==> src/hw/rtl/segment_triangle_intersect_2d_top_assert.svh <==
// ----------------------------------------------------------------------------
// Segment / triangle intersection: assertion macros
// Concurrent assertion helpers sampled on clock, disabled during reset.
// ----------------------------------------------------------------------------
`ifndef SEGMENT_TRIANGLE_INTERSECT_2D_TOP_ASSERT_SVH
`define SEGMENT_TRIANGLE_INTERSECT_2D_TOP_ASSERT_SVH

// check a condition at every edge
`define STI2D_ASSERT_ALWAYS(label, expr, msg) \
   label: assert property (@(posedge clock) disable iff (reset) (expr)) else $error(msg);

// check a consequent sequence after an antecedent
`define STI2D_ASSERT_IMPLIES(label, ante, cons, msg) \
   label: assert property (@(posedge clock) disable iff (reset) (ante) |-> cons) \
      else $error(msg);

`endif

==> src/hw/rtl/sti2d_pkg.sv <==
// ----------------------------------------------------------------------------
// Segment / triangle intersection: package
// Shared types and constants for the front end, queue and back end.
// ----------------------------------------------------------------------------
package sti2d_pkg;

   localparam int CoordWidthDefault = 16;
   localparam int QueueDepth        = 8;
   localparam int QueuePtrWidth     = $clog2(QueueDepth);
   localparam int QueueCntWidth     = $clog2(QueueDepth + 1);
   localparam int CreditWidth       = $clog2(QueueDepth + 4);

   // three-way sign of a cross product
   typedef enum logic [1:0] {
      SGN_ZERO = 2'b00,
      SGN_POS  = 2'b01,
      SGN_NEG  = 2'b11
   } sign_type;

   // classified request: all side tests
   typedef struct packed {
      sign_type       orient;
      sign_type [2:0] seg_side;
      sign_type [2:0] side_p;
      sign_type [2:0] side_q;
   } class_type;

   typedef struct packed {
      logic       push;
      logic [1:0] inflight;
   } fstat_type;

   typedef struct packed {
      logic                     empty;
      logic [QueueCntWidth-1:0] count;
   } qstat_type;

endpackage

==> src/hw/rtl/sti2d_back.sv <==
// ----------------------------------------------------------------------------
// Segment / triangle intersection: back end
// Resolve the edge rules in order AB, BC, CA and register the response.
// ----------------------------------------------------------------------------
module sti2d_back (
   input  logic                 clock,
   input  logic                 reset,
   input  sti2d_pkg::class_type head,
   input  sti2d_pkg::qstat_type qstat,
   output logic                 pop,
   output logic                 rsp_valid,
   output logic                 rsp_hit
);
   import sti2d_pkg::*;

   logic       found;
   logic       hit_in, hit_ff;
   logic       valid_in, valid_ff;
   logic [1:0] inner;
   sign_type   sp, sq;

   always_comb begin
      found = 1'b0;
      hit_in = 1'b0;
      inner = 2'd0;
      sp = SGN_ZERO;
      sq = SGN_ZERO;
      for (int k = 0; k < 3; k++) begin
         sp = head.side_p[k];
         sq = head.side_q[k];
         if (!found) begin
            if (sp == sq && sp != head.orient) begin
               found  = 1'b1;
               hit_in = 1'b0;
            end else begin
               if (sp == head.orient && sq == head.orient) begin
                  inner = inner + 2'd1;
               end
               if (sp != sq && head.seg_side[k] != head.seg_side[(k == 2) ? 0 : k + 1]) begin
                  found  = 1'b1;
                  hit_in = 1'b1;
               end
            end
         end
      end
      if (!found) begin
         hit_in = (inner == 2'd3);
      end
      pop      = !qstat.empty;
      valid_in = !qstat.empty;
   end

   always_ff @(posedge clock) begin
      hit_ff <= hit_in;
      if (reset) begin
         valid_ff <= 1'b0;
      end else begin
         valid_ff <= valid_in;
      end
   end

   assign rsp_valid = valid_ff;
   assign rsp_hit   = hit_ff;

endmodule

==> config.mk <==
export PLATFORM = sky130hd
export DESIGN_NAME = sti2d_back
export DESIGN_NICKNAME = d
export VERILOG_FILES = /design/src/hw/rtl/segment_triangle_intersect_2d_top_assert.svh /design/src/hw/rtl/sti2d_pkg.sv /design/src/hw/rtl/sti2d_back.sv
export SDC_FILE = /design/constraint.sdc
export NUM_CORES = 1
export LEC_CHECK = 0
export BUFFER_PORTS_ARGS = -buffer_cell sky130_fd_sc_hd__buf_4
export CAP_MARGIN = 15
export CORE_AREA = 5 5 42 44
export CTS_CLUSTER_SIZE = 14
export DETAILED_ROUTE_END_ITERATION = 10
export DIE_AREA = 0 0 47 49
export GPL_TIMING_DRIVEN = 0
export HOLD_SLACK_MARGIN = 0.05
export PLACE_DENSITY_LB_ADDON = 0.05
export SLEW_MARGIN = 20
export SYNTH_ARGS = -nofsm -noshare
export SYNTH_HDL_FRONTEND = slang
export SYNTH_SLANG_ARGS = --single-unit
export TNS_END_PERCENT = 1
==> constraint.sdc <==
create_clock -name clock -period 5.12 [get_ports clock]
set_input_delay 1.024 -clock clock [delete_from_list [all_inputs] [get_ports clock]]
set_output_delay 1.024 -clock clock [all_outputs]
set_load 0.03 [all_outputs]
==> impl_metrics.json <==
{
  "status": "finished, final reports clean",
  "worstPathCellList": "buf_4 > or3_1 > a22oi_1 > ha_1 > nand2b_1 > mux2_4 > a211oi_2",
  "drive_gt1_frac": 0.4051,
  "root_buffer": "clkbuf_4",
  "syn_area_sq_um": 431.7,
  "postCtsHoldBufs": 0,
  "htreeDepth": 1,
  "period_share": 0.4735,
  "diodes": 0,
  "min_period_ps": 2424,
  "die-width_um": 47,
  "hold_path_class": "in2reg",
  "worstMarginPinSlew_ps": 272.3,
  "switching_share": 0.3147,
  "numCtsBuffers": 3,
  "grt_use_total": 0.09551,
  "syn-instance-count": 53,
  "startpoint": "head[7]",
  "ir_worst_vdd_uv": 81.35,
  "cts_buffer_depth": 2,
  "critPathLaunchType": "input pin",
  "p_int_uw": 73.56,
  "regArea_sq_um": 40.04,
  "drc": 0,
  "setup_tns_ps": 0,
  "max_stage_delay_ps": 360,
  "worst-path-max-fanout": 4,
  "io_buffer_count": 23,
  "drt-pass1-iter-count": 4,
  "power.leakage_nw": 0.2726,
  "multi_input_area_sq_um": 365.4,
  "syn_nets": 81,
  "synth_area_leaders": "xnor2_1, dfxtp_1, a22oi_1",
  "seqPwrFrac": 0.171,
  "yosysUniqueCellTypes": 22,
  "grt_overflow": 0,
  "drtAntennaViolNets": 0,
  "worst_setup_path_end_kind": "register",
  "routedWlPerCell_um": 10.45,
  "arrival_ps": 2560,
  "drv_slew": 0,
  "synth_top_cell_area_share": 0.2841,
  "crit_type": "in2reg",
  "antenna_found_initial": 0,
  "post_cts_buffers": 0,
  "synth_top_cell_by_area": "xnor2_1",
  "area_growth_pct": 49.85,
  "power.share.clock": 0.306,
  "grt_setup_unrepaired": "no",
  "nets": 109,
  "max-slew-margin-rel": 0.8174,
  "tritoncts": "yes",
  "drt_iter0_drc": 1,
  "grt_pass1_vias": 415,
  "ys_ff_latch": 2,
  "wl_um": 993,
  "grt_pass1_wl_um": 1600,
  "setup-violations-final": 0,
  "p_sw_uw": 33.78,
  "crit_slowest_cell": "or3_1",
  "yosysSeqAreaShare": 0.09275,
  "max_clock_freq_mhz": 412.5,
  "clock_sinks": 2,
  "hpwl_um": 898.8,
  "final_util": 0.4616,
  "endpoint": "rsp_hit",
  "io_pins": 30,
  "num_rows": 14,
  "fillers": 154,
  "cellPowerDensity_nw_per_um2": 165.9,
  "finalHoldViolCount": 0,
  "die_area_sq_um": 2303,
  "worst_ep_required_time_ps": 5260,
  "grt_max_degree": 10,
  "vias": 459,
  "yosysWarnings": 0,
  "max-cap-violations": 0,
  "cts_resized": 0,
  "core_sq_um": 1401,
  "synth_area_per_cell_sq_um": 8.145,
  "clk_pin_slew_worst_paths_ps": 30,
  "start_util": 0.3080,
  "combPwrFrac": 0.523,
  "die_y_um": 49,
  "avgViaCountPerCell": 4.832,
  "gp_congestion": 0.6586
}
-- critical path, delay by kind of cell --
kind / cells / cell delay, ps
mux: 1 / 270
simple gates: 2 / 500
buf+inv: 1 / 130
compound gates: 2 / 380
fa+ha+maj: 1 / 270
-- worst min path at each step --
stage / start / endpoint / slack, ps / cells past startpoint
after floorplan: reset / rsp_valid / 1090 / 1
after global placement: reset / rsp_valid / 1180 / 2
after detailed placement: reset / rsp_valid / 1180 / 2
after CTS: reset / rsp_valid / 950 / 2
after global routing: reset / rsp_valid / 950 / 2
final: reset / rsp_valid / 960 / 2
-- through the flow --
stage	std cells	power (mW)	setup WS [ps]	cell area [sq um]	hold slack [ps]
5_1_grt	95	0.1168	2614	646.9	947.5
3_5_place_dp	92	0.07533	2475	624.3	1183
3_3_place_gp	92	0.07540	2466	624.3	1176
4_1_cts	95	0.1097	2689	646.9	954.1
6_report	95	0.1073	2696	646.9	958.4
2_1_floorplan	53	0.05060	2563	431.7	1091
-- synthesized netlist by cell type --
cell type,number
xnor2_1,14
a22oi_1,5
nand3_1,4
or3_1,4
xor2_1,4
buf_6,2
dfxtp_1,2
nand2_1,2
nor3_1,2
o211ai_1,2
a211oi_1,1
a211oi_2,1
a21oi_1,1
and3_1,1
and3_2,1
ha_1,1
inv_1,1
mux2_4,1
nand2b_1,1
nor2_1,1
nor3_2,1
o22ai_1,1
-- sequential cells by signal (all words and copies together) (netlist names) --
register	cells
rsp_hit	1
rsp_valid	1
-- layout by cell type, fill, tap and decap left out, drive strengths merged --
| master | synthesis | final |
|---|---|---|
| and3 | 2 | 2 |
| o211ai | 2 | 2 |
| nand2b | 1 | 1 |
| o22ai | 1 | 1 |
| xnor2 | 14 | 14 |
| nor3 | 3 | 3 |
| nand3 | 4 | 4 |
| mux2 | 1 | 1 |
| nand2 | 2 | 2 |
| a21oi | 1 | 1 |
| dfxtp | 2 | 2 |
| a211oi | 2 | 2 |
| buf | 2 | 25 |
| xor2 | 4 | 4 |
| inv | 1 | 1 |
| clkbuf | 0 | 3 |
| or3 | 4 | 4 |
| a22oi | 5 | 5 |
| ha | 1 | 1 |
| nor2 | 1 | 1 |
-- metal layers --
metal  GRT usage  wire length, um
met5           0                0
met4     0.05530                7
met3     0.02952               92
met2      0.1471              489
met1      0.1111              404
-- logic make-up (layout without fill, tap and decap cells) --
group / count (synthesis) / after routing / share of synthesized area
xor gates and xnor gates: 18 / 18 / 0.3652
buffers and inverters: 3 / 29 / 0.06086
AOI/OAI and AO/OA: 11 / 11 / 0.1942
adders and majority gates: 1 / 1 / 0.02898
muxes: 1 / 1 / 0.03477
DFF: 2 / 2 / 0.09276
and+or+nand+nor: 17 / 17 / 0.2232
-- layout make-up --
cell class	instances	area share
buffer	2	0.03482
multi-input combinational	48	0.5648
clock buffer	3	0.03482
timing repair buffer	23	0.2669
tap	16	0.03095
sequential	2	0.06190
inverter	1	0.005803
-- power groups by stage --
stage / clock (mW) / sequential [mW] / combinational (mW)
6_report: 0.0328 / 0.0183 / 0.0562
5_1_grt: 0.0375 / 0.0184 / 0.0609
4_1_cts: 0.0343 / 0.0184 / 0.0570
3_5_place_dp: 0 / 0.0186 / 0.0568
3_3_place_gp: 0 / 0.0186 / 0.0569
2_1_floorplan: 0 / 0.0230 / 0.0276
No activity file was read; power rests on OpenSTA's default activity.
