<file path="src/hw/rtl/segment_triangle_intersect_2d_top_assert.svh">
// ----------------------------------------------------------------------------
// Segment / triangle intersection: assertion macros
// Concurrent assertion helpers sampled on clock, disabled during reset.
// ----------------------------------------------------------------------------
`ifndef SEGMENT_TRIANGLE_INTERSECT_2D_TOP_ASSERT_SVH
`define SEGMENT_TRIANGLE_INTERSECT_2D_TOP_ASSERT_SVH

// check a condition at every edge
`define STI2D_ASSERT_ALWAYS(label, expr, msg) \
   label: assert property (@(posedge clock) disable iff (reset) (expr)) else $error(msg);

// check a consequent sequence after an antecedent
`define STI2D_ASSERT_IMPLIES(label, ante, cons, msg) \
   label: assert property (@(posedge clock) disable iff (reset) (ante) |-> cons) \
      else $error(msg);

`endif

</file>
<file path="src/hw/rtl/sti2d_pkg.sv">
// ----------------------------------------------------------------------------
// Segment / triangle intersection: package
// Shared types and constants for the front end, queue and back end.
// ----------------------------------------------------------------------------
package sti2d_pkg;

   localparam int CoordWidthDefault = 16;
   localparam int QueueDepth        = 8;
   localparam int QueuePtrWidth     = $clog2(QueueDepth);
   localparam int QueueCntWidth     = $clog2(QueueDepth + 1);
   localparam int CreditWidth       = $clog2(QueueDepth + 4);

   // three-way sign of a cross product
   typedef enum logic [1:0] {
      SGN_ZERO = 2'b00,
      SGN_POS  = 2'b01,
      SGN_NEG  = 2'b11
   } sign_type;

   // classified request: all side tests
   typedef struct packed {
      sign_type       orient;
      sign_type [2:0] seg_side;
      sign_type [2:0] side_p;
      sign_type [2:0] side_q;
   } class_type;

   typedef struct packed {
      logic       push;
      logic [1:0] inflight;
   } fstat_type;

   typedef struct packed {
      logic                     empty;
      logic [QueueCntWidth-1:0] count;
   } qstat_type;

endpackage

</file>
<file path="src/hw/rtl/sti2d_queue.sv">
// ----------------------------------------------------------------------------
// Segment / triangle intersection: class queue
// Short FIFO of classified requests between front end and back end.
// ----------------------------------------------------------------------------
module sti2d_queue (
   input  logic                 clock,
   input  logic                 reset,
   input  logic                 push,
   input  sti2d_pkg::class_type wr_data,
   input  logic                 pop,
   output sti2d_pkg::class_type rd_data,
   output sti2d_pkg::qstat_type stat
);
   import sti2d_pkg::*;

   class_type                mem_ff [QueueDepth];
   logic [QueuePtrWidth-1:0] wr_ptr_in, wr_ptr_ff, rd_ptr_in, rd_ptr_ff;
   logic [QueueCntWidth-1:0] count_in, count_ff;
   logic                     do_pop;

   always_comb begin
      do_pop    = pop && (count_ff != '0);
      wr_ptr_in = push   ? wr_ptr_ff + 1'b1 : wr_ptr_ff;
      rd_ptr_in = do_pop ? rd_ptr_ff + 1'b1 : rd_ptr_ff;
      count_in  = count_ff;
      if (push && !do_pop) begin
         count_in = count_ff + 1'b1;
      end else if (do_pop && !push) begin
         count_in = count_ff - 1'b1;
      end
      rd_data    = mem_ff[rd_ptr_ff];
      stat.empty = (count_ff == '0);
      stat.count = count_ff;
   end

   always_ff @(posedge clock) begin
      if (push) begin
         mem_ff[wr_ptr_ff] <= wr_data;
      end
   end

   always_ff @(posedge clock) begin
      if (reset) begin
         wr_ptr_ff <= '0;
         rd_ptr_ff <= '0;
         count_ff  <= '0;
      end else begin
         wr_ptr_ff <= wr_ptr_in;
         rd_ptr_ff <= rd_ptr_in;
         count_ff  <= count_in;
      end
   end

endmodule

</file>
<file path="config.mk">
export PLATFORM = sky130hd
export DESIGN_NAME = sti2d_queue
export DESIGN_NICKNAME = d
export VERILOG_FILES = /design/src/hw/rtl/segment_triangle_intersect_2d_top_assert.svh /design/src/hw/rtl/sti2d_pkg.sv /design/src/hw/rtl/sti2d_queue.sv
export SDC_FILE = /design/constraint.sdc
export NUM_CORES = 1
export LEC_CHECK = 0
export ABC_AREA = 1
export BUFFER_PORTS_ARGS = -buffer_cell sky130_fd_sc_hd__buf_2
export CORE_ASPECT_RATIO = 0.5
export CORE_MARGIN = 4
export CORE_UTILIZATION = 45
export CTS_BUF_LIST = sky130_fd_sc_hd__clkbuf_16
export DETAILED_ROUTE_END_ITERATION = 8
export MAX_ROUTING_LAYER = met4
export PLACE_DENSITY = 0.63
export SLEW_MARGIN = 20
export SYNTH_ARGS = -nofsm -noshare
export SYNTH_HDL_FRONTEND = slang
export SYNTH_SLANG_ARGS = --single-unit
</file>
<file path="constraint.sdc">
create_clock -name clock -period 3.7 [get_ports clock]
set_clock_uncertainty 0.15 [all_clocks]
set_input_delay 0.37 -clock clock [delete_from_list [all_inputs] [get_ports clock]]
set_output_delay 0.37 -clock clock [all_outputs]
set_load 0.005 [all_outputs]
</file>
==> impl_metrics.py, run 1 <==
metrics = {
    "yosys": {
        "syn_inst": 622,
        "synth-seq-cells": 173,
        "synth_top_area_share_pct": 68.30,
        "syn-num-nets": 652,
        "synth.distinct_cells": 21,
        "ys.warnings.count": 0,
        "synth_area_leader_cell": "edfxtp_1",
        "synth_area_leaders": "edfxtp_1, nor2_1, nand2_1",
        "syn_area_um2": 7034,
        "syn_area_per_cell_um2": 11.31,
        "yosysSeqAreaShare_pct": 72.00,
    },
    "placement": {
        "place_congestion": 0.7575,
        "dpl.hpwl_mm": 8.273,
        "io_buffer_count": 48,
        "post-place-ws_ns": 1.422,
    },
    "route": {
        "avgRoutedWirePerCell_um": 16.58,
        "detail_route.drc_violations": 0,
        "wl_mm": 14.60,
        "antenna_left": 0,
        "drt_iter0_markers": 411,
        "viasPerCell": 5.101,
        "vias": 4494,
        "dr.pass1.iters": 4,
    },
    "sta": {
        "finalCriticalPeriod_ns": 2.727,
        "slew_viol_final": 0,
        "setup_viol_count_final": 0,
        "rsz0062_at_grt": "no",
        "relSlewSlack_pct": 35.33,
        "tightest_slew_ns": 0.9690,
        "period_share_pct": 73.71,
        "setup_tns_ns": 0,
        "hold_viol": 0,
        "whs_ns": 0.07293,
        "max_freq_mhz": 366.7,
        "final.setup.worst_slack_ns": 0.9727,
    },
    "cts": {
        "cts.sinks": 173,
        "cts_tree": "done",
        "cts_setup_buffers": 0,
        "clock-root-buffer": "clkbuf_16",
        "insertion_delay_ns": 0.42,
        "cts.htree.levels": 4,
        "cts_buffers": 17,
        "ctsResizeCount": 0,
        "path_clk_slew_ns": 0.06,
        "cts.path.max_buffers": 2,
        "cts-hold-fix-buffers": 0,
    },
    "setup_path": {
        "start_kind": "register",
        "crit_path_end_kind": "output port",
        "worstPathMaxFanout": 80,
        "crit_buf_inv": 2,
        "r2r_start": "count_ff[0]$_SDFFE_PP0P_",
        "critPathSlowestCell": "buf_4",
        "worstPathRequired_ns": 3.18,
        "critical_path.top_delay_family": "buffers and inverters",
        "arrival_ns": 2.21,
        "slowest_delay_ns": 0.69,
        "critical_path_class": "register to output port",
        "path_common_cell": "nand2_1",
        "crit_chain": "buf_4, nor2_1, nor2_1, o21ai_1, nand2_1, nand2_1, nand2_1, buf_2",
        "ff2ff_setup_slack_ns": 1.41,
    },
    "global_routing": {
        "antenna_found_initial": 0,
        "grt_overflow_total": 0,
        "grt_pass1_wl_mm": 23.58,
        "grt_pass1_vias": 4447,
        "grt_start_max_net_pins": 81,
        "grtUsageTotal_pct": 17.89,
    },
    "power": {
        "ir_drop_mv": 0.2621,
        "clkPwrFrac_pct": 34.5,
        "power_density_nw_per_um2": 634.1,
        "seqPwrFrac_pct": 44.4,
        "switchingPower_w": 0.001541,
        "combPwrFrac_pct": 21.2,
        "p_leak_nw": 3.031,
        "switching_share_pct": 30.34,
        "p_int_w": 0.003539,
    },
    "die": {
        "dieArea_um2": 17820,
        "initial_core_util_pct": 47.23,
        "die_h_um": 96.41,
        "ios": 49,
        "core_um2": 14890,
        "die_w_um": 184.8,
        "row_count": 31,
    },
    "final_layout": {
        "fillCellCount": 1335,
        "drive_gt1_share_pct": 15.08,
        "diodes": 0,
        "area_growth_pct": 13.89,
        "num-nets-final": 700,
    },
    "run": {
        "maxCapViolCount": 0,
    },
    "min_path": {
        "hp-start": "reset",
        "hold_class": "primary input to register",
    },
    "status": {
        "status": "completed",
    },
}
worst register-to-register path: stages (launching register included):
cell,delay [ns]
dfxtp_1,0.41
inv_1,0.09
nand3_1,0.21
nand2_1,0.15
ha_1,0.22
inv_1,0.14
ha_1,0.27
or2_2,0.29
nand3_1,0.08
nand3_1,0.09
nand2_1,0.07
inv_1,0.04
power by group through the flow:
stage          Combinational (W)  Sequential, W  Clock (W)
6_report                 0.00108        0.00225    0.00175
4_1_cts                  0.00109        0.00225    0.00178
3_3_place_gp             0.00108        0.00229          0
5_1_grt                  0.00126        0.00226    0.00186
3_5_place_dp             0.00109        0.00230          0
2_1_floorplan           0.000804        0.00229          0
stage by stage:
stage / instance area (um2) / util (%) / power, W / instances
6_report: 8011 / 53.79 / 0.005080 / 881
5_1_grt: 8011 / 53.79 / 0.005381 / 881
2_1_floorplan: 7034 / - / 0.003093 / 622
4_1_cts: 8011 / 53.79 / 0.005129 / 881
3_3_place_gp: 7431 / 49.89 / 0.003370 / 849
3_5_place_dp: 7431 / 49.89 / 0.003384 / 849
cells in the final DEF (no fill, tap or decap):
cell type / count
nor2_1: 168
edfxtp_1: 160
nand2_1: 119
o21ai_1: 54
buf_2: 48
o21ai_0: 31
clkbuf_16: 17
inv_1: 13
dfxtp_1: 12
buf_4: 11
nor2_2: 8
a21oi_1: 8
inv_6: 7
nand3_1: 6
ha_1: 5
or2_2: 2
xor2_1: 2
inv_8: 2
inv_4: 1
inv_2: 1
fa_1: 1
dfxtp_2: 1
clkinv_4: 1
clkinv_1: 1
clkinv_8: 1
bufinv_16: 1
clkinvlp_4: 1
clkinv_2: 1
area by class of cell:
class / instances / area (um2) / share of cell area, %
clock inverters: 15 / 155.1 / 1.937
multi-input cells: 404 / 1735 / 21.66
repair buffers: 59 / 322.8 / 4.029
flip-flops and latches: 173 / 5066 / 63.24
inverters: 15 / 58.81 / 0.7340
well taps: 198 / 247.7 / 3.092
clock buffers: 17 / 425.4 / 5.310
flip-flops by register name, indices dropped and copies added (netlist names), named ones only:
name       count
count_ff       4
mem_ff       160
rd_ptr_ff      3
wr_ptr_ff      3
path summary, 6_finish.rpt:
check | end | depth (start not counted)
setup / recovery | rd_data[9] | 8
hold / removal | wr_ptr_ff[0]$_SDFFE_PP0P_ | 2
setup reg to reg | count_ff[3]$_SDFFE_PP0P_ | 11
hold reg to reg | register | 2
cell families after synthesis:
family | share of synthesized area [%]
compound gates | 6.617
fa+ha+maj | 1.174
xor+xnor | 0.2491
simple gates | 16.35
buf+inv | 3.611
flops | 72.00
cells in the mapped netlist, drive strengths merged:
cell    instances
a21oi           8
buf            24
clkbuf          6
dfxtp          13
edfxtp        160
fa              1
ha              5
inv            15
nand2         119
nand3           6
nor2          176
o21ai          85
or2             2
xor2            2
routing by layer:
metal | track usage (%) | wire length (um) | up-vias
met5 | - | 0 | -
met4 | 5.311 | 165 | 0
met3 | 3.478 | 606 | 19
met2 | 28.30 | 6775 | 92
met1 | 24.01 | 7055 | 2180
li1 | - | - | 2203
Power figures use the tool's default switching activity.
==> inputs of run 2 (changes only) <==
PLACE_DENSITY = 0.66   (was 0.63)
clock period = 2.5 ns   (was 3.7 ns; I/O delays follow)
==> impl_metrics.py, run 2 (synthesis results as in run 1) <==
metrics = {
    "cts": {
        "cts_setup_buffers": 0,
        "cts.sinks": 173,
        "cts.htree.levels": 4,
        "insertion_delay_ns": 0.42,
        "cts.path.max_buffers": 2,
        "cts_tree": "done",
        "path_clk_slew_ns": 0.07,
        "clock-root-buffer": "clkbuf_16",
        "cts_buffers": 17,
    },
    "setup_path": {
        "critPathSlowestCell": "dfxtp_2",
        "ff2ff_setup_slack_ns": 0.23,
        "crit_path_end_kind": "output port",
        "start_kind": "register",
        "crit_chain": "buf_12, nor2_1, nor2_1, o21ai_0, nand2_1, nand2_1, nand2_1, buf_2",
        "worstRegToRegCells": 11,
        "reg2reg_to": "count_ff[3]$_SDFFE_PP0P_",
        "path_common_cell": "nand2_1",
        "r2r_start": "count_ff[0]$_SDFFE_PP0P_",
        "arrival_ns": 1.91,
        "worstPathMaxFanout": 55,
        "critical_path_class": "register to output port",
        "slowest_delay_ns": 0.56,
        "worstPathRequired_ns": 2.10,
    },
    "route": {
        "detail_route.drc_violations": 0,
        "dr.pass1.iters": 5,
        "drt_iter0_markers": 394,
        "antenna_left": 0,
        "viasPerCell": 4.993,
        "wl_mm": 14.90,
        "vias": 4549,
        "avgRoutedWirePerCell_um": 16.35,
    },
    "die": {
        "ios": 49,
        "row_count": 31,
        "die_w_um": 184.8,
        "initial_core_util_pct": 47.23,
        "core_um2": 14890,
        "dieArea_um2": 17820,
        "die_h_um": 96.41,
    },
    "global_routing": {
        "grt_overflow_total": 0,
        "grt_pass1_vias": 4458,
        "grt_pass1_wl_mm": 23.78,
        "grt_start_max_net_pins": 63,
        "antenna_found_initial": 0,
        "grtUsageTotal_pct": 18.34,
    },
    "final_layout": {
        "regArea_um2": 5066,
        "fillCellCount": 1228,
        "largest_reg_flops": 160,
        "drive_gt1_share_pct": 15.57,
        "num-nets-final": 730,
        "layout_commonest_cell": "nor2_1",
        "area_growth_pct": 20.14,
        "layout_common_cells": "nor2_1, edfxtp_1, nand2_1, o21ai_1, buf_2",
        "largest_register": "mem_ff",
        "multi_input_area_um2": 1735,
        "diodes": 0,
        "top_regs": "mem_ff x160, count_ff x4",
    },
    "min_path": {
        "hold_class": "register to register",
        "min_delay_worst_endpoint": "rd_ptr_ff[1]$_SDFFE_PP0P_",
        "hold_depth": 2,
        "hp-start": "rd_ptr_ff[1]$_SDFFE_PP0P_",
    },
    "status": {
        "status": "completed",
    },
    "sta": {
        "setup_tns_ns": 0,
        "rsz0062_at_grt": "no",
        "final.setup.worst_slack_ns": 0.1861,
        "hold_viol": 0,
        "max_freq_mhz": 432.2,
        "period_share_pct": 92.56,
        "relSlewSlack_pct": 62.52,
        "setup_viol_count_final": 0,
        "finalCriticalPeriod_ns": 2.314,
        "slew_viol_final": 0,
        "tightest_slew_ns": 0.5622,
    },
    "power": {
        "power_density_nw_per_um2": 942.8,
        "p_leak_nw": 3.215,
        "finalPower_w": 0.007967,
        "ir_drop_mv": 0.5486,
    },
    "placement": {
        "dpl.hpwl_mm": 8.326,
        "place_congestion": 0.7759,
        "post-place-ws_ns": 0.2844,
        "io_buffer_count": 48,
    },
    "run": {
        "maxCapViolCount": 0,
    },
}
-- run 2: cell count changes in the layout (fill, tap and decap cells not counted), sizes merged --
cell         delta
buf             +7
inv             -4
bufinv          +4
dlygate4sd3    +23
clkinv          -1
clkinvlp        +1
-- run 2: area by class of cell --
type                       instances  area share, %
sequential                       173          59.95
inverter                          15         0.7255
clock buffer                      17          5.034
multi-input combinational        404          20.54
tap                              198          2.932
timing repair buffer              89          8.054
clock inverter                    15          2.769
-- run 2: how the worst max path moves through the flow --
stage	to	cells after the start
after global placement	count_ff[3]$_SDFFE_PP0P_	11
after CTS	rd_data[12]	7
final	rd_data[12]	8
after floorplan	mem_ff[0][0]$_DFFE_PP_	2
after detailed placement	count_ff[3]$_SDFFE_PP0P_	11
after global routing	rd_data[16]	8
-- run 2: what timing repair did --
item | 4_1_cts | 5_1_grt
resized for setup | 0 | 2
endpoints found under the hold margin | 167 | 0
setup endpoints to repair | 0 | 2
hold buffers | 23 | 0
-- run 2: per-layer routing --
| metal | global-route usage [%] | up-vias | wire length [um] |
|---|---|---|---|
| met5 | - | - | 0 |
| met2 | 29.39 | 113 | 7149 |
| met3 | 4.001 | 11 | 812 |
| met1 | 24.02 | 2157 | 6804 |
| met4 | 5.372 | 0 | 133 |
| li1 | - | 2268 | - |
-- run 2: worst max-delay path, delay by kind of cell, from the launching register on --
| kind | cells | cell delay (ns) |
|---|---|---|
| AO/OA/AOI/OAI | 1 | 0.09 |
| buffers and inverters | 2 | 0.41 |
| flip-flops | 1 | 0.56 |
| AND/OR/NAND/NOR | 5 | 0.40 |
-- run 2: power by group --
group          total (W)  leakage (nW)  switching, W  internal [W]
combinational    0.00168          1.34       0.00105      0.000628
clock            0.00293         0.317       0.00113       0.00179
sequential       0.00336          1.56     0.0000889       0.00327
-- run 2: stage by stage --
stage	hold WS [ns]	util, %	cell area, um2	std cells
2_1_floorplan	0.1691	-	7034	622
3_3_place_gp	0.3335	50.75	7559	856
3_5_place_dp	0.3358	50.75	7559	856
4_1_cts	0.3456	56.72	8448	911
5_1_grt	0.3699	56.74	8451	911
6_report	0.3469	56.74	8451	911
==> inputs of run 3 (changes only) <==
PLACE_DENSITY = 0.63   (was 0.66)
REMOVE_ABC_BUFFERS = 1   (was unset)
clock period = 2.8 ns   (was 2.5 ns; I/O delays follow)
==> impl_metrics.py, run 3 (synthesis results as in run 1) <==
metrics = {
    "route": {
        "detail_route.drc_violations": 0,
        "vias": 4530,
        "drt_iter0_markers": 336,
        "antenna_left": 0,
        "wl_mm": 14.80,
        "viasPerCell": 5.056,
        "avgRoutedWirePerCell_um": 16.52,
        "dr.pass1.iters": 4,
    },
    "cts": {
        "clock-root-buffer": "clkbuf_16",
        "cts_buffers": 17,
        "cts_tree": "done",
        "insertion_delay_ns": 0.41,
        "cts.path.max_buffers": 2,
        "cts.sinks": 173,
        "path_clk_slew_ns": 0.07,
        "cts.htree.levels": 4,
    },
    "die": {
        "ios": 49,
        "die_h_um": 96.41,
        "row_count": 31,
        "dieArea_um2": 17820,
        "die_w_um": 184.8,
        "core_um2": 14890,
        "initial_core_util_pct": 47.23,
    },
    "global_routing": {
        "grt_pass1_vias": 4639,
        "grt_overflow_total": 0,
        "grt_pass1_wl_mm": 24.30,
        "antenna_found_initial": 0,
        "grtUsageTotal_pct": 18.45,
        "grt_start_max_net_pins": 81,
    },
    "final_layout": {
        "drive_gt1_share_pct": 14.90,
        "diodes": 0,
        "fillCellCount": 1287,
        "largest_register": "mem_ff",
        "largest_reg_flops": 160,
        "layout_commonest_cell": "nor2_1",
        "multi_input_area_um2": 1735,
        "layout_common_cells": "nor2_1, edfxtp_1, nand2_1, o21ai_1, buf_2",
        "top_regs": "mem_ff x160, count_ff x4",
        "area_growth_pct": 17.13,
        "regArea_um2": 5066,
        "num-nets-final": 717,
        "fin_area_um2": 8239,
        "final_util_pct": 55.32,
    },
    "sta": {
        "slew_viol_final": 0,
        "rsz0062_at_grt": "no",
        "relSlewSlack_pct": 39.99,
        "hold_viol": 0,
        "setup_viol_count_final": 0,
        "max_freq_mhz": 435.5,
        "tightest_slew_ns": 0.8991,
        "setup_tns_ns": 0,
        "finalCriticalPeriod_ns": 2.296,
        "final.setup.worst_slack_ns": 0.5040,
        "period_share_pct": 82.00,
        "whs_ns": 0.008980,
    },
    "min_path": {
        "hp-start": "wr_data[19]",
        "hold_depth": 1,
        "min_delay_worst_endpoint": "mem_ff[2][19]$_DFFE_PP_",
        "hold_class": "primary input to register",
    },
    "setup_path": {
        "ff2ff_setup_slack_ns": 0.50,
        "arrival_ns": 2.46,
        "worstPathRequired_ns": 2.96,
        "crit_chain": "nor2_1, nand3_1, nand2_1, ha_1, inv_1, ha_1, or2_2, nand3_1, nand3_1, nand2_1, inv_1",
        "crit_path_end_kind": "register",
        "path_common_cell": "nand3_1",
        "crit_buf_inv": 2,
        "worstRegToRegCells": 11,
        "start_kind": "register",
        "critical_path.top_delay_family": "simple AND/OR/NAND/NOR gates",
        "critical_path_class": "register to register",
        "reg2reg_to": "count_ff[3]$_SDFFE_PP0P_",
        "worstPathMaxFanout": 6,
        "slowest_delay_ns": 0.35,
        "r2r_start": "count_ff[1]$_SDFFE_PP0P_",
        "critPathSlowestCell": "dfxtp_1",
    },
    "placement": {
        "io_buffer_count": 48,
        "placed_area_um2": 7493,
        "place_congestion": 0.7906,
        "post-place-ws_ns": 0.5628,
        "dpl.hpwl_mm": 8.324,
    },
    "power": {
        "seqPwrFrac_pct": 42.8,
        "switching_share_pct": 27.86,
        "combPwrFrac_pct": 21.4,
        "p_leak_nw": 3.135,
        "power_density_nw_per_um2": 846.4,
        "p_int_w": 0.005031,
        "switchingPower_w": 0.001943,
        "clkPwrFrac_pct": 35.8,
        "ir_drop_mv": 0.5793,
    },
    "run": {
        "maxCapViolCount": 0,
    },
    "status": {
        "status": "completed",
    },
}
## run 3: cell count changes in the layout (fill, tap and decap cells not counted), sizes merged
cell,delta
clkinvlp,-1
buf,-2
dlygate4sd3,-11
clkinv,+3
inv,-4
## run 3: worst max-delay path by stage
stage / startpoint / to / slack, ns / cells past startpoint
6_report: count_ff[1]$_SDFFE_PP0P_ / count_ff[3]$_SDFFE_PP0P_ / 0.50 / 11
5_1_grt: count_ff[1]$_SDFFE_PP0P_ / count_ff[3]$_SDFFE_PP0P_ / 0.36 / 11
4_1_cts: register / rd_data[9] / 0.49 / 8
3_5_place_dp: count_ff[1]$_SDFFE_PP0P_ / count_ff[3]$_SDFFE_PP0P_ / 0.56 / 11
3_3_place_gp: count_ff[0]$_SDFFE_PP0P_ / count_ff[3]$_SDFFE_PP0P_ / 0.66 / 11
2_1_floorplan: register / rd_data[18] / -0.30 / 5
## run 3: timing repair
item	CTS	global route
hold buffers	12	0
setup buffers	0	0
gates resized for setup	0	0
hold endpoints to repair	93	0
## run 3: through the flow
| step | power [W] | std cells |
|---|---|---|
| 6_report | 0.006974 | 896 |
| 2_1_floorplan | 0.003960 | 592 |
| 3_5_place_dp | 0.004533 | 854 |
| 3_3_place_gp | 0.004508 | 854 |
| 5_1_grt | 0.007370 | 896 |
| 4_1_cts | 0.007037 | 896 |
## run 3: final cells by class
| type | instances | share of cell area, % |
|---|---|---|
| Sequential cell | 173 | 61.49 |
| Timing Repair Buffer | 76 | 6.135 |
| Inverter | 15 | 0.7137 |
| Multi-Input combinational cell | 404 | 21.06 |
| Clock inverter | 13 | 2.430 |
| Tap cell | 198 | 3.007 |
| Clock buffer | 17 | 5.163 |
## run 3: power by group through the flow
| stage | Clock (W) | Sequential, W | Combinational, W |
|---|---|---|---|
| 2_1_floorplan | 0 | 0.00312 | 0.000838 |
| 3_3_place_gp | 0 | 0.00303 | 0.00148 |
| 3_5_place_dp | 0 | 0.00304 | 0.00150 |
| 4_1_cts | 0.00254 | 0.00298 | 0.00152 |
| 5_1_grt | 0.00266 | 0.00299 | 0.00172 |
| 6_report | 0.00250 | 0.00298 | 0.00149 |
## run 3: metal layers
layer  GRT usage, %  vias up  share of wire [%]
met5              -        -                  0
met4          5.311        0               0.74
met3          3.291        9                5.6
met2          29.36      104                 48
met1          24.89     2179                 46
li1               -     2238                  -
